`src/rtl/lidar_packet_decoder_assert.svh`:
```
// Assertion macros shared by the lidar packet decoder RTL.
`ifndef LIDAR_PACKET_DECODER_ASSERT_SVH
`define LIDAR_PACKET_DECODER_ASSERT_SVH
`ifndef SYNTHESIS
`define LPD_ASSERT(lbl, prop) \
  lbl: assert property (@(posedge clk) disable iff (!rst_n) prop) else $error("lpd check failed");
`define LPD_ASSERT_NEXT(lbl, ante, cons) \
  lbl: assert property (@(posedge clk) disable iff (!rst_n) (ante) |=> (cons)) else $error("lpd check failed");
`else
`define LPD_ASSERT(lbl, prop)
`define LPD_ASSERT_NEXT(lbl, ante, cons)
`endif
`endif

```
`src/rtl/lpd_pkg.sv`:
```
// Shared constants, types and state codes of the lidar packet decoder.
package lpd_pkg;

  localparam int PACKET_LENGTH = 22;
  localparam int POS_W         = $clog2(PACKET_LENGTH);
  localparam int ANGLE_BINS    = 360;
  localparam int ANG_W         = $clog2(ANGLE_BINS);
  localparam int RAW_ANG_W     = 10;
  localparam int DIST_W        = 14;
  localparam int SPEED_W       = 16;
  localparam int MEAS_PER_PKT  = 4;
  localparam int MEAS_IDX_W    = $clog2(MEAS_PER_PKT);

  localparam logic [7:0]        START_BYTE    = 8'hFA;
  localparam logic [7:0]        ANGLE_BASE    = 8'hA0;
  localparam int                INVALID_BIT   = 7;
  localparam logic [DIST_W-1:0] CEILING_RESET = 14'd2000;

  // Input mode and result kind codes
  localparam logic MODE_BYTE = 1'b0;
  localparam logic MODE_SCAN = 1'b1;
  localparam logic KIND_MEAS = 1'b0;
  localparam logic KIND_SCAN = 1'b1;

  // One decoded measurement of the held packet
  typedef struct packed {
    logic [ANG_W-1:0]   angle;
    logic [DIST_W-1:0]  distance;
    logic [SPEED_W-1:0] speed;
  } lpd_meas_t;

  typedef enum logic [2:0] {
    ST_CLEAR,
    ST_IDLE,
    ST_MEAS,
    ST_SCAN,
    ST_SCAN_OUT
  } lpd_state_t;

endpackage

```
`src/rtl/lpd_pkt_asm.sv`:
```
// Packet assembler: frames serial bytes, holds the packet and decodes one measurement.
module lpd_pkt_asm (
  input  logic                                clk,
  input  logic                                rst_n,
  input  logic                                byte_vld,
  input  logic [7:0]                          rx_byte,
  input  logic [lpd_pkg::MEAS_IDX_W-1:0]      meas_idx,
  output logic                                pkt_last,
  output lpd_pkg::lpd_meas_t                  meas
);
  import lpd_pkg::*;

  localparam logic [POS_W-1:0] LAST_POS = POS_W'(PACKET_LENGTH - 1);

  logic [POS_W-1:0] pos_r, pos_nxt;
  logic             wr;
  logic [7:0]       pkt_r [PACKET_LENGTH];

  logic [POS_W-1:0]     lo_idx, hi_idx;
  logic [7:0]           lo_byte, hi_byte, base;
  logic [RAW_ANG_W-1:0] raw_ang, ang_mod;

  // Framing: 0xFA opens a packet only while idle
  always_comb begin
    pos_nxt = pos_r;
    wr      = 1'b0;
    if (byte_vld) begin
      if (pos_r == '0) begin
        if (rx_byte == START_BYTE) begin
          wr      = 1'b1;
          pos_nxt = POS_W'(1);
        end
      end else begin
        wr = 1'b1;
        if (pos_r == LAST_POS) begin
          pos_nxt = '0;
        end else begin
          pos_nxt = pos_r + POS_W'(1);
        end
      end
    end
  end

  // The next byte taken completes the packet
  assign pkt_last = (pos_r == LAST_POS);

  always_ff @(posedge clk) begin
    if (!rst_n) begin
      pos_r <= '0;
    end else begin
      pos_r <= pos_nxt;
    end
  end

  // Packet byte store
  always_ff @(posedge clk) begin
    if (wr) begin
      pkt_r[pos_r] <= rx_byte;
    end
  end

  // Decode the selected measurement
  always_comb begin
    lo_idx  = POS_W'(4) + POS_W'({meas_idx, 2'b00});
    hi_idx  = lo_idx + POS_W'(1);
    lo_byte = pkt_r[lo_idx];
    hi_byte = pkt_r[hi_idx];
    base    = pkt_r[1] - ANGLE_BASE;
    raw_ang = {base, 2'b00} + RAW_ANG_W'(meas_idx);
    // raw angle stays below three turns
    if (raw_ang >= RAW_ANG_W'(2 * ANGLE_BINS)) begin
      ang_mod = raw_ang - RAW_ANG_W'(2 * ANGLE_BINS);
    end else if (raw_ang >= RAW_ANG_W'(ANGLE_BINS)) begin
      ang_mod = raw_ang - RAW_ANG_W'(ANGLE_BINS);
    end else begin
      ang_mod = raw_ang;
    end
    meas.angle = ang_mod[ANG_W-1:0];
    if (hi_byte[INVALID_BIT]) begin
      meas.distance = '0;
    end else begin
      meas.distance = {hi_byte[5:0], lo_byte};
    end
    meas.speed = {pkt_r[3], pkt_r[2]};
  end

endmodule

```
`config.mk`:
```
export PLATFORM = sky130hd
export DESIGN_NAME = lpd_pkt_asm
export DESIGN_NICKNAME = d
export VERILOG_FILES = /design/src/rtl/lidar_packet_decoder_assert.svh /design/src/rtl/lpd_pkg.sv /design/src/rtl/lpd_pkt_asm.sv
export SDC_FILE = /design/constraint.sdc
export NUM_CORES = 1
export LEC_CHECK = 0
export BUFFER_PORTS_ARGS = -buffer_cell sky130_fd_sc_hd__buf_2
export CAP_MARGIN = 25
export CORE_UTILIZATION = 58
export DETAILED_ROUTE_END_ITERATION = 6
export MAX_ROUTING_LAYER = met4
export PLACE_DENSITY_LB_ADDON = 0.08
export RECOVER_POWER = 25
export SLEW_MARGIN = 15
export SYNTH_ARGS = -nofsm -noshare
export SYNTH_HDL_FRONTEND = slang
export SYNTH_SLANG_ARGS = --single-unit
export TNS_END_PERCENT = 1
```
`constraint.sdc`:
```
create_clock -name clk -period 5.9 [get_ports clk]
set_clock_uncertainty 0.2 [all_clocks]
set_input_delay 0.59 -clock clk [delete_from_list [all_inputs] [get_ports clk]]
set_output_delay 0.59 -clock clk [all_outputs]
set_load 0.1 [all_outputs]
```
==> out/qor.yml, run 1 <==
hold_path_startpoint: "rst_n"
fmax_ghz: 0.2426
syn_nets: 336
hp-class: "in -> reg"
cts_root_buf: "clkbuf_8"
grt_max_degree: 34
worstPathRequired_ns: 5.11
cts_max_path_buffers: 2
rsz0062_at_grt: "false"
htreeDepth: 3
period_needed_ns: 4.122
r2r_setup_slack_ns: 3.32
final_max_slew_viol_count: 0
grtUsageMet1_pct: 31.49
design_area_um2: 5477
ys_types: 52
busiest_layer: "met2"
grt_pass1_wl_um: 14040
finalSetupTns_ns: 0
via_count: 2835
syn_inst: 309
die_area_um2: 8945
cts_buffers: 9
finalCritPeriodShare_pct: 69.86
ant_nets: 0
maxSlewHeadroom_pct: 46.24
die_h_um: 94.58
initial_core_util_pct: 60.20
drc: 0
hold_end: "pos_r[0]"
drt_first_pass_iters: 5
place_area_um2: 5289
yosys.area.top_type_share_pct: 64.64
nNetsFinal: 392
worst_setup_path_start_kind: "input port"
tritoncts: "yes"
syn_area_um2: 4971
status: "finished clean"
globalRouteMet2Util_pct: 34.66
cp_top_family: "buffers and inverters"
gp_congestion: 0.9051
slowest_delay_ns: 0.80
areaGrowthSynthToFinish_pct: 10.17
power_mw: 1.440
synth_top_cell_by_area: "edfxtp_1"
dp_hpwl_um: 6009
holdPathStages: 2
clock_sink_count: 112
synth-main-ff-cell: "edfxtp_1"
critical_path_class: "in -> out"
clk_pin_slew_ns: 0.10
async_flop_share_pct: 0
antenna_found_initial: 0
route.detailed.wl_per_inst_um: 19.19
post-cts-setup-buffer-count: 0
vias_per_cell: 5.981
setup_viol: 0
synth-seq-cells: 112
hold_viol: 0
critPathSlowestCell: "ha_1"
synth_edf_count: 107
die_x_um: 94.58
path_common_cell: "buf_2"
pre_cts_ws_ns: 1.737
drt-initial-drc-count: 147
routed_wl_um: 9097
ys_seq_area_share_pct: 66.65
critPathBufInv: 4
crit_arrival_ns: 3.33
drive_above_1_share_pct: 25.47
grt_pass1_vias: 2584
layout_setup_ws_ns: 1.778
clk_latency_ns: 0.37
leakagePower_nw: 1.940
ys_warn_count: 0
end_kind: "primary output"
r2r_cells: 6
hold_buffers: 0
rows: 33
ios: 53
diodes: 0
postCtsResizedCells: 0
grt-ovfl-total: 0
n_fill_cell: 605
track_usage_pct: 22.82
reg2reg_from: "pos_r[0]"
use_met3_pct: 3.623
ir_drop_v: 0.0001354
drv_cap: 0
r2r-end: "pkt_r[0][2]"
cp_cell_sequence: "buf_2 -> inv_1 -> ha_1 -> mux4_2 -> nor2_1 -> a21oi_1 -> buf_4 -> a211oi_1 -> buf_2"
path_max_fanout: 15
worst_pin_slew_ns: 0.8064
synth_area_per_cell_um2: 16.09
core_area_um2: 8258
synth.area.top_cells: "edfxtp_1 65%, mux4_2 6.3%, ha_1 3.5%, mux2i_1 3.2%, a211oi_1 2.7%"
p_per_area_nw_per_um2: 263.0
numPortBuffers: 52
-- worst reg2reg max path, cell delays in order (launching register included) --
cell	delay (ns)
dfxtp_1	0.43
inv_1	0.09
ha_1	0.25
or4b_4	0.23
o21bai_1	0.18
nand2_1	0.23
nor2_1	0.60
-- through the flow --
step / hold slack [ns] / util [%] / instances
2_1_floorplan: 0.2965 / - / 309
3_3_place_gp: 0.3266 / 63.98 / 455
3_5_place_dp: 0.3411 / 64.05 / 456
4_1_cts: 0.3160 / 66.21 / 471
5_1_grt: 0.3334 / 66.32 / 474
6_report: 0.3273 / 66.32 / 474
-- where the power goes --
group	internal (mW)	switching, mW
Combinational	0.0329	0.121
Clock	0.159	0.259
Sequential	0.869	0.0000868
Total	1.06	0.380
-- how the worst max path moves through the flow --
stage,startpoint,endpoint,cells after the start
2_1_floorplan,meas_idx[0],meas[19],11
3_3_place_gp,meas_idx[1],meas[21],8
3_5_place_dp,meas_idx[1],meas[22],8
4_1_cts,meas_idx[1],meas[22],8
5_1_grt,meas_idx[1],meas[18],9
6_report,meas_idx[1],meas[18],9
-- layout make-up --
class | count | area [um^2] | area share, %
tap | 105 | 131.4 | 2.399
inverter | 14 | 52.55 | 0.9596
timing repair buffer | 63 | 326.6 | 5.963
clock buffer | 9 | 123.9 | 2.262
multi-input combinational | 165 | 1474 | 26.91
sequential | 112 | 3313 | 60.50
clock inverter | 6 | 55.05 | 1.005
-- sequential cells by signal, summed over array words and instances (netlist names) --
| signal | flops |
|---|---|
| pos_r | 5 |
| pkt_r | 107 |
-- synthesized netlist by cell type, types with 2 or more instances --
library cell,instances
buf_2,2
nor3_1,5
o21ai_0,7
inv_1,14
and4_1,2
nand4bb_1,2
o211a_1,2
mux4_2,14
nand2_1,7
a21boi_0,2
edfxtp_1,107
nand4_1,4
dfxtp_1,5
clkbuf_1,6
and3_1,3
o2111ai_1,2
nor4_1,2
a21oi_1,3
mux2i_1,16
clkbuf_8,2
a211oi_1,18
o211ai_1,3
buf_4,5
nand3_1,7
ha_1,14
nand2b_1,4
nor2_1,23
nor3b_1,2
buf_6,3
-- layout by cell type, fill, tap and decap left out, drive strengths merged, types with 14 or more instances in the layout --
cell,count
inv,16
a211oi,19
buf,56
mux2i,16
nor2,23
ha,14
edfxtp,107
clkbuf,16
mux4,15
-- cells by family after synthesis --
| family | share of synthesized area [%] |
|---|---|
| AO/OA/AOI/OAI | 7.979 |
| XOR/XNOR | 0.5035 |
| adder cells (fa/ha/maj) | 3.524 |
| buffers and inverters | 3.700 |
| flip-flops | 66.65 |
| multiplexers | 10.09 |
| AND/OR/NAND/NOR | 7.551 |
-- metal layers --
layer / up-vias / part of all wire [%]
met5: - / 0
met4: 0 / 1.7
met3: 12 / 5.2
met2: 87 / 48
met1: 1402 / 44
li1: 1334 / -
No activity file was read; power rests on OpenSTA's default activity.
==> run 2, diff against run 1 <==
--- a/config.mk
+++ b/config.mk
@@ -7,7 +7,7 @@
 export LEC_CHECK = 0
 export BUFFER_PORTS_ARGS = -buffer_cell sky130_fd_sc_hd__buf_2
 export CAP_MARGIN = 25
-export CORE_UTILIZATION = 58
+export CORE_UTILIZATION = 53
 export DETAILED_ROUTE_END_ITERATION = 6
 export MAX_ROUTING_LAYER = met4
 export PLACE_DENSITY_LB_ADDON = 0.08
==> constraint.sdc (replaced) <==
create_clock -name clk -period 3.7 [get_ports clk]
set_clock_uncertainty 0.2 [all_clocks]
set_input_delay 0.37 -clock clk [delete_from_list [all_inputs] [get_ports clk]]
set_output_delay 0.37 -clock clk [all_outputs]
set_load 0.1 [all_outputs]
==> out/qor.yml, run 2 (same netlist as run 1, synthesis figures left out) <==
clock_sink_count: 112  # unchanged
p_comb_share_pct: 13.1  # +2.4 points
crit_arrival_ns: 3.02  # -0.31 ns
pre_cts_ws_ns: 0.5886  # -1.149 ns
worstPathRequired_ns: 3.13  # -1.98 ns
p_per_area_nw_per_um2: 415.3  # +58%
vias_per_cell: 6.010  # +0.49%
maxSlewHeadroom_pct: 44.98  # -1.3 points
fin_util_pct: 65.71  # -0.61 points
crit_start: "pkt_r[1][5]"
path_max_fanout: 10  # -5
clk_latency_ns: 0.38  # about the same
holdWs_ns: 0.09911  # -0.2282 ns
p_seq_share_pct: 57.1  # -3.2 points
grt_max_degree: 24  # -29%
rsz0062_at_grt: "false"
cts_max_path_buffers: 2  # unchanged
dp_hpwl_um: 6658  # +11%
gp_congestion: 0.8870  # -2.0%
die_area_um2: 9770  # +9.2%
worst_pin_slew_ns: 0.8253  # +0.01894 ns
power_mw: 2.426  # +68%
tritoncts: "yes"
drv_cap: 0  # unchanged
place_area_um2: 5638  # +6.6%
fmax_ghz: 0.2787
grt-ovfl-total: 0  # unchanged
postCtsResizedCells: 0  # unchanged
drc: 0  # unchanged
largestRegisters: "pkt_r (107), pos_r (5)"
ant_nets: 0  # unchanged
initial_core_util_pct: 55.91  # -4.3 points
setup_viol: 0  # unchanged
r2r-end: "pkt_r[0][1]"
period_needed_ns: 3.588
mostFrequentLayoutCells: "107 x edfxtp_1, 33 x buf_2, 23 x nor2_1"
ir_drop_v: 0.0002524  # +86%
core_area_um2: 8891  # +7.7%
grt_pass1_vias: 2869  # +11%
pwr-share-clk_pct: 29.8  # +0.8 points
nNetsFinal: 395  # +0.77%
power.share.switching_pct: 27.38  # +0.99 points
largest_register_ffs: 107  # unchanged
hold_viol: 0  # unchanged
finalCritPeriodShare_pct: 96.96
final_max_slew_viol_count: 0  # unchanged
post-cts-setup-buffer-count: 0  # unchanged
die_h_um: 98.85  # +4.5%
track_usage_pct: 22.69  # -0.13 points
areaGrowthSynthToFinish_pct: 17.52
route.detailed.wl_per_inst_um: 20.44  # +6.5%
instances_no_fill: 481  # +1.5%
dp.cells: 465  # +2.0%
regMostFlops: "pkt_r"
worst_setup_path_start_kind: "flop"
htreeDepth: 3  # unchanged
antenna_found_initial: 0  # unchanged
ios: 53  # unchanged
r2r_cells: 6  # unchanged
layout_setup_ws_ns: 0.1125  # -1.666 ns
drt_first_pass_iters: 4  # -1
end_kind: "primary output"
rows: 34  # +3.0%
cts_root_buf: "clkbuf_8"
via_count: 2891  # +2.0%
hold_buffers: 0  # unchanged
clk_pin_slew_ns: 0.11  # about the same
die_x_um: 98.85  # +4.5%
leakagePower_nw: 2.052  # +5.8%
cts_buffers: 9  # unchanged
hp-class: "in -> reg"
power.internal_mw: 1.762  # +66%
reg2reg_from: "pos_r[0]"
status: "finished clean"
routed_wl_um: 9834  # +8.1%
switching_power_mw: 0.6643  # +75%
finalSetupTns_ns: 0  # unchanged
n_fill_cell: 638  # +5.5%
grt_pass1_wl_um: 15740  # +12%
r2r_setup_slack_ns: 1.13  # -2.19 ns
critical_path_class: "reg -> out"
numPortBuffers: 52  # unchanged
endpoint: "meas[37]"
final_common_cell: "edfxtp_1"
diodes: 0  # unchanged
design_area_um2: 5842  # +6.7%
drt-initial-drc-count: 135  # -8.2%
drive_above_1_share_pct: 30.83  # +5.4 points
## run 2: changes by cell type in the layout (fill, tap and decap cells not counted), sizes merged
| cell | change |
|---|---|
| buf | +5 |
| clkinv | +3 |
| clkbuf | -2 |
| clkinvlp | -2 |
## run 2: how the worst min path moves through the flow
stage | start | endpoint | slack, ns | depth (start not counted)
final | rst_n | pos_r[0] | 0.1 | 2
after global routing | rst_n | pos_r[0] | 0.09 | 2
after CTS | rst_n | pos_r[0] | 0.08 | 2
after detailed placement | pos_r[3] | pos_r[3] | 0.36 | 2
after global placement | pos_r[1] | pos_r[1] | 0.34 | 2
after floorplan | rx_byte[0] | pkt_r[0][0] | 0.27 | 0
## run 2: cell type report
type	count	area [um^2]	area share (%)
clock buffer	9	123.9	2.120
clock inverter	7	86.33	1.478
inverter	14	52.55	0.8996
multi-input combinational	165	1549	26.52
sequential	112	3313	56.71
tap	108	135.1	2.313
timing repair buffer	66	581.8	9.959
## run 2: worst max-delay path, stage by stage, from the launching register on
cell	delay, ns
edfxtp_1	0.48
inv_1	0.12
ha_1	0.39
and2_2	0.21
a221o_1	0.47
or3_1	0.40
o211ai_1	0.12
buf_2	0.46
## run 2: metal layers
| metal | up-vias | share of wire [%] | global-route usage, % | wire length (um) |
|---|---|---|---|---|
| li1 | 1345 | - | - | - |
| met1 | 1430 | 43 | 30.12 | 4273 |
| met2 | 99 | 49 | 35.18 | 4773 |
| met3 | 17 | 5.7 | 3.759 | 558 |
| met4 | 0 | 2.3 | 9.300 | 228 |
| met5 | - | 0 | - | 0 |
## run 2: power groups by stage
stage	registers [mW]	logic (mW)	clock network, mW
after floorplan	1.41	0.205	0
after global placement	1.41	0.319	0
after detailed placement	1.41	0.321	0
after CTS	1.39	0.322	0.741
after global routing	1.39	0.331	0.786
final	1.39	0.318	0.723
==> run 3, diff against run 2 <==
--- a/config.mk
+++ b/config.mk
@@ -7,7 +7,9 @@
 export LEC_CHECK = 0
 export BUFFER_PORTS_ARGS = -buffer_cell sky130_fd_sc_hd__buf_2
 export CAP_MARGIN = 25
-export CORE_UTILIZATION = 53
+export CELL_PAD_IN_SITES_DETAIL_PLACEMENT = 1
+export CELL_PAD_IN_SITES_GLOBAL_PLACEMENT = 1
+export CORE_UTILIZATION = 44
 export DETAILED_ROUTE_END_ITERATION = 6
 export MAX_ROUTING_LAYER = met4
 export PLACE_DENSITY_LB_ADDON = 0.08
==> out/qor.yml, run 3 (same netlist as run 1, synthesis figures left out) <==
status: "finished clean"
hp-class: "in -> reg"
mostFrequentLayoutCells: "107 x edfxtp_1, 32 x buf_2, 23 x nor2_1"
design_area_um2: 5963  # +2.1%
largest_register_ffs: 107  # unchanged
route.met3.wl_um: 467  # -16%
areaGrowthSynthToFinish_pct: 19.96
track_usage_pct: 21.49  # -1.2 points
core_area_um2: 10940  # +23%
cts_root_buf: "clkbuf_16"
cts_max_path_buffers: 2  # unchanged
met2_length_um: 5814  # +22%
setup_viol: 0  # unchanged
largestRegisters: "pkt_r (107), pos_r (5)"
routed_wl_um: 11190  # +14%
drt-initial-drc-count: 156  # +16%
diodes: 0  # unchanged
p_per_area_nw_per_um2: 441.3  # +6.2%
grt-ovfl-total: 0  # unchanged
antenna_found_initial: 0  # unchanged
ios: 53  # unchanged
place_area_um2: 5674  # +0.64%
dp_hpwl_um: 7308  # +9.8%
finalCritPeriodShare_pct: 95.84  # -1.1 points
fmax_ghz: 0.2820  # +1.2%
cp_cell_sequence: "inv_1 -> ha_1 -> and2_2 -> a221o_1 -> or3_1 -> o211ai_1 -> buf_2"
slowest_delay_ns: 0.47  # about the same
maxSlewHeadroom_pct: 41.90  # -3.1 points
cts_buffers: 9  # unchanged
end_kind: "primary output"
grt_max_degree: 28  # +17%
holdWs_ns: 0.1421  # +0.04302 ns
worstPathRequired_ns: 3.13  # about the same
crit_arrival_ns: 2.98  # -0.04 ns
critical_path_class: "reg -> out"
nNetsFinal: 395  # unchanged
die_area_um2: 11730  # +20%
grt_pass1_vias: 3113  # +8.5%
regMostFlops: "pkt_r"
tritoncts: "yes"
drv_cap: 0  # unchanged
drive_above_1_share_pct: 31.37  # +0.54 points
period_needed_ns: 3.546  # -0.04129 ns
drt_first_pass_iters: 4  # unchanged
numPortBuffers: 52  # unchanged
die_x_um: 108.3  # +9.6%
rows: 38  # +12%
dr.max_layer_used: "met4"
die_h_um: 108.3  # +9.6%
met1Wirelength_um: 4811  # +13%
drc: 0  # unchanged
rsz0062_at_grt: "false"
final_max_slew_viol_count: 0  # unchanged
path_max_fanout: 10  # unchanged
clk_pin_slew_ns: 0.07  # -0.04 ns
clock_sink_count: 112  # unchanged
via_count: 2937  # +1.6%
critPathSlowestCell: "a221o_1"
htreeDepth: 3  # unchanged
initial_core_util_pct: 45.46  # -10 points
final_common_cell: "edfxtp_1"
worst_setup_path_start_kind: "flop"
grt_pass1_wl_um: 17330  # +10%
gp_congestion: 0.8932  # +0.70%
ir_drop_v: 0.0002329  # -7.7%
hold_viol: 0  # unchanged
route.detailed.wl_per_inst_um: 21.80  # +6.6%
vias_per_cell: 5.725  # -4.7%
leakagePower_nw: 2.089  # +1.8%
worst_pin_slew_ns: 0.8682  # +0.04289 ns
clk_latency_ns: 0.34  # -0.04 ns
ant_nets: 0  # unchanged
-- run 3: cell types whose count changed in the layout (fill, tap and decap cells not counted), sizes merged --
cell	change
buf	-1
clkbuf	+1
-- run 3: timing repair --
item | in CTS | in global routing
hold buffers | 0 | 0
buffers inserted | 0 | 0
endpoints found under the setup margin | 0 | 1
gates resized for setup | 0 | 1
-- run 3: area by class of cell --
class / instances / area (um^2)
inverter: 14 / 52.55
timing repair buffer: 66 / 568.0
clock inverter: 7 / 65.06
tap: 140 / 175.2
clock buffer: 9 / 225.2
sequential: 112 / 3313
fill: 1063 / 4972
multi-input combinational: 165 / 1564
-- run 3: worst paths after layout --
kind | start | endpoint | slack, ns | cells past startpoint
max | pkt_r[1][5] | meas[37] | 0.15 | 7
min | rst_n | pos_r[0] | 0.14 | 2
min reg2reg | pos_r[1] | pos_r[1] | 0.35 | 2
max reg2reg | pos_r[0] | pkt_r[0][1] | 1.08 | 6
-- run 3: metrics by stage --
step                util, %  worst slack [ns]  power, mW  std cells  TNS, ns
global placement      51.89            0.6283      1.736        497        0
finish                54.53            0.1538      2.631        513        0
floorplan                 -           -0.5064      1.620        309   -6.065
CTS                   54.54            0.1486      2.656        513        0
global route          54.53          0.005024      2.710        513        0
detailed placement    51.89            0.5401      1.737        497        0
-- run 3: per-layer routing --
| metal | global-route usage [%] | up-vias |
|---|---|---|
| met1 | 26.38 | 1519 |
| met2 | 37.08 | 70 |
| met5 | - | - |
| li1 | - | 1340 |
| met3 | 3.255 | 8 |
| met4 | 5.985 | 0 |
-- run 3: critical path, delay by kind of cell, from the launching register on --
family	cells	cell delay [ns]
adders and majority gates	1	0.40
AOI/OAI and AO/OA	2	0.57
and+or+nand+nor	2	0.63
buffers and inverters	2	0.58
DFF	1	0.46
-- run 3: power breakdown --
part | total (mW) | internal, mW | switching [mW]
clock network | 0.927 | 0.470 | 0.457
logic | 0.319 | 0.104 | 0.215
registers | 1.39 | 1.39 | 0.000153
total | 2.63 | 1.96 | 0.671
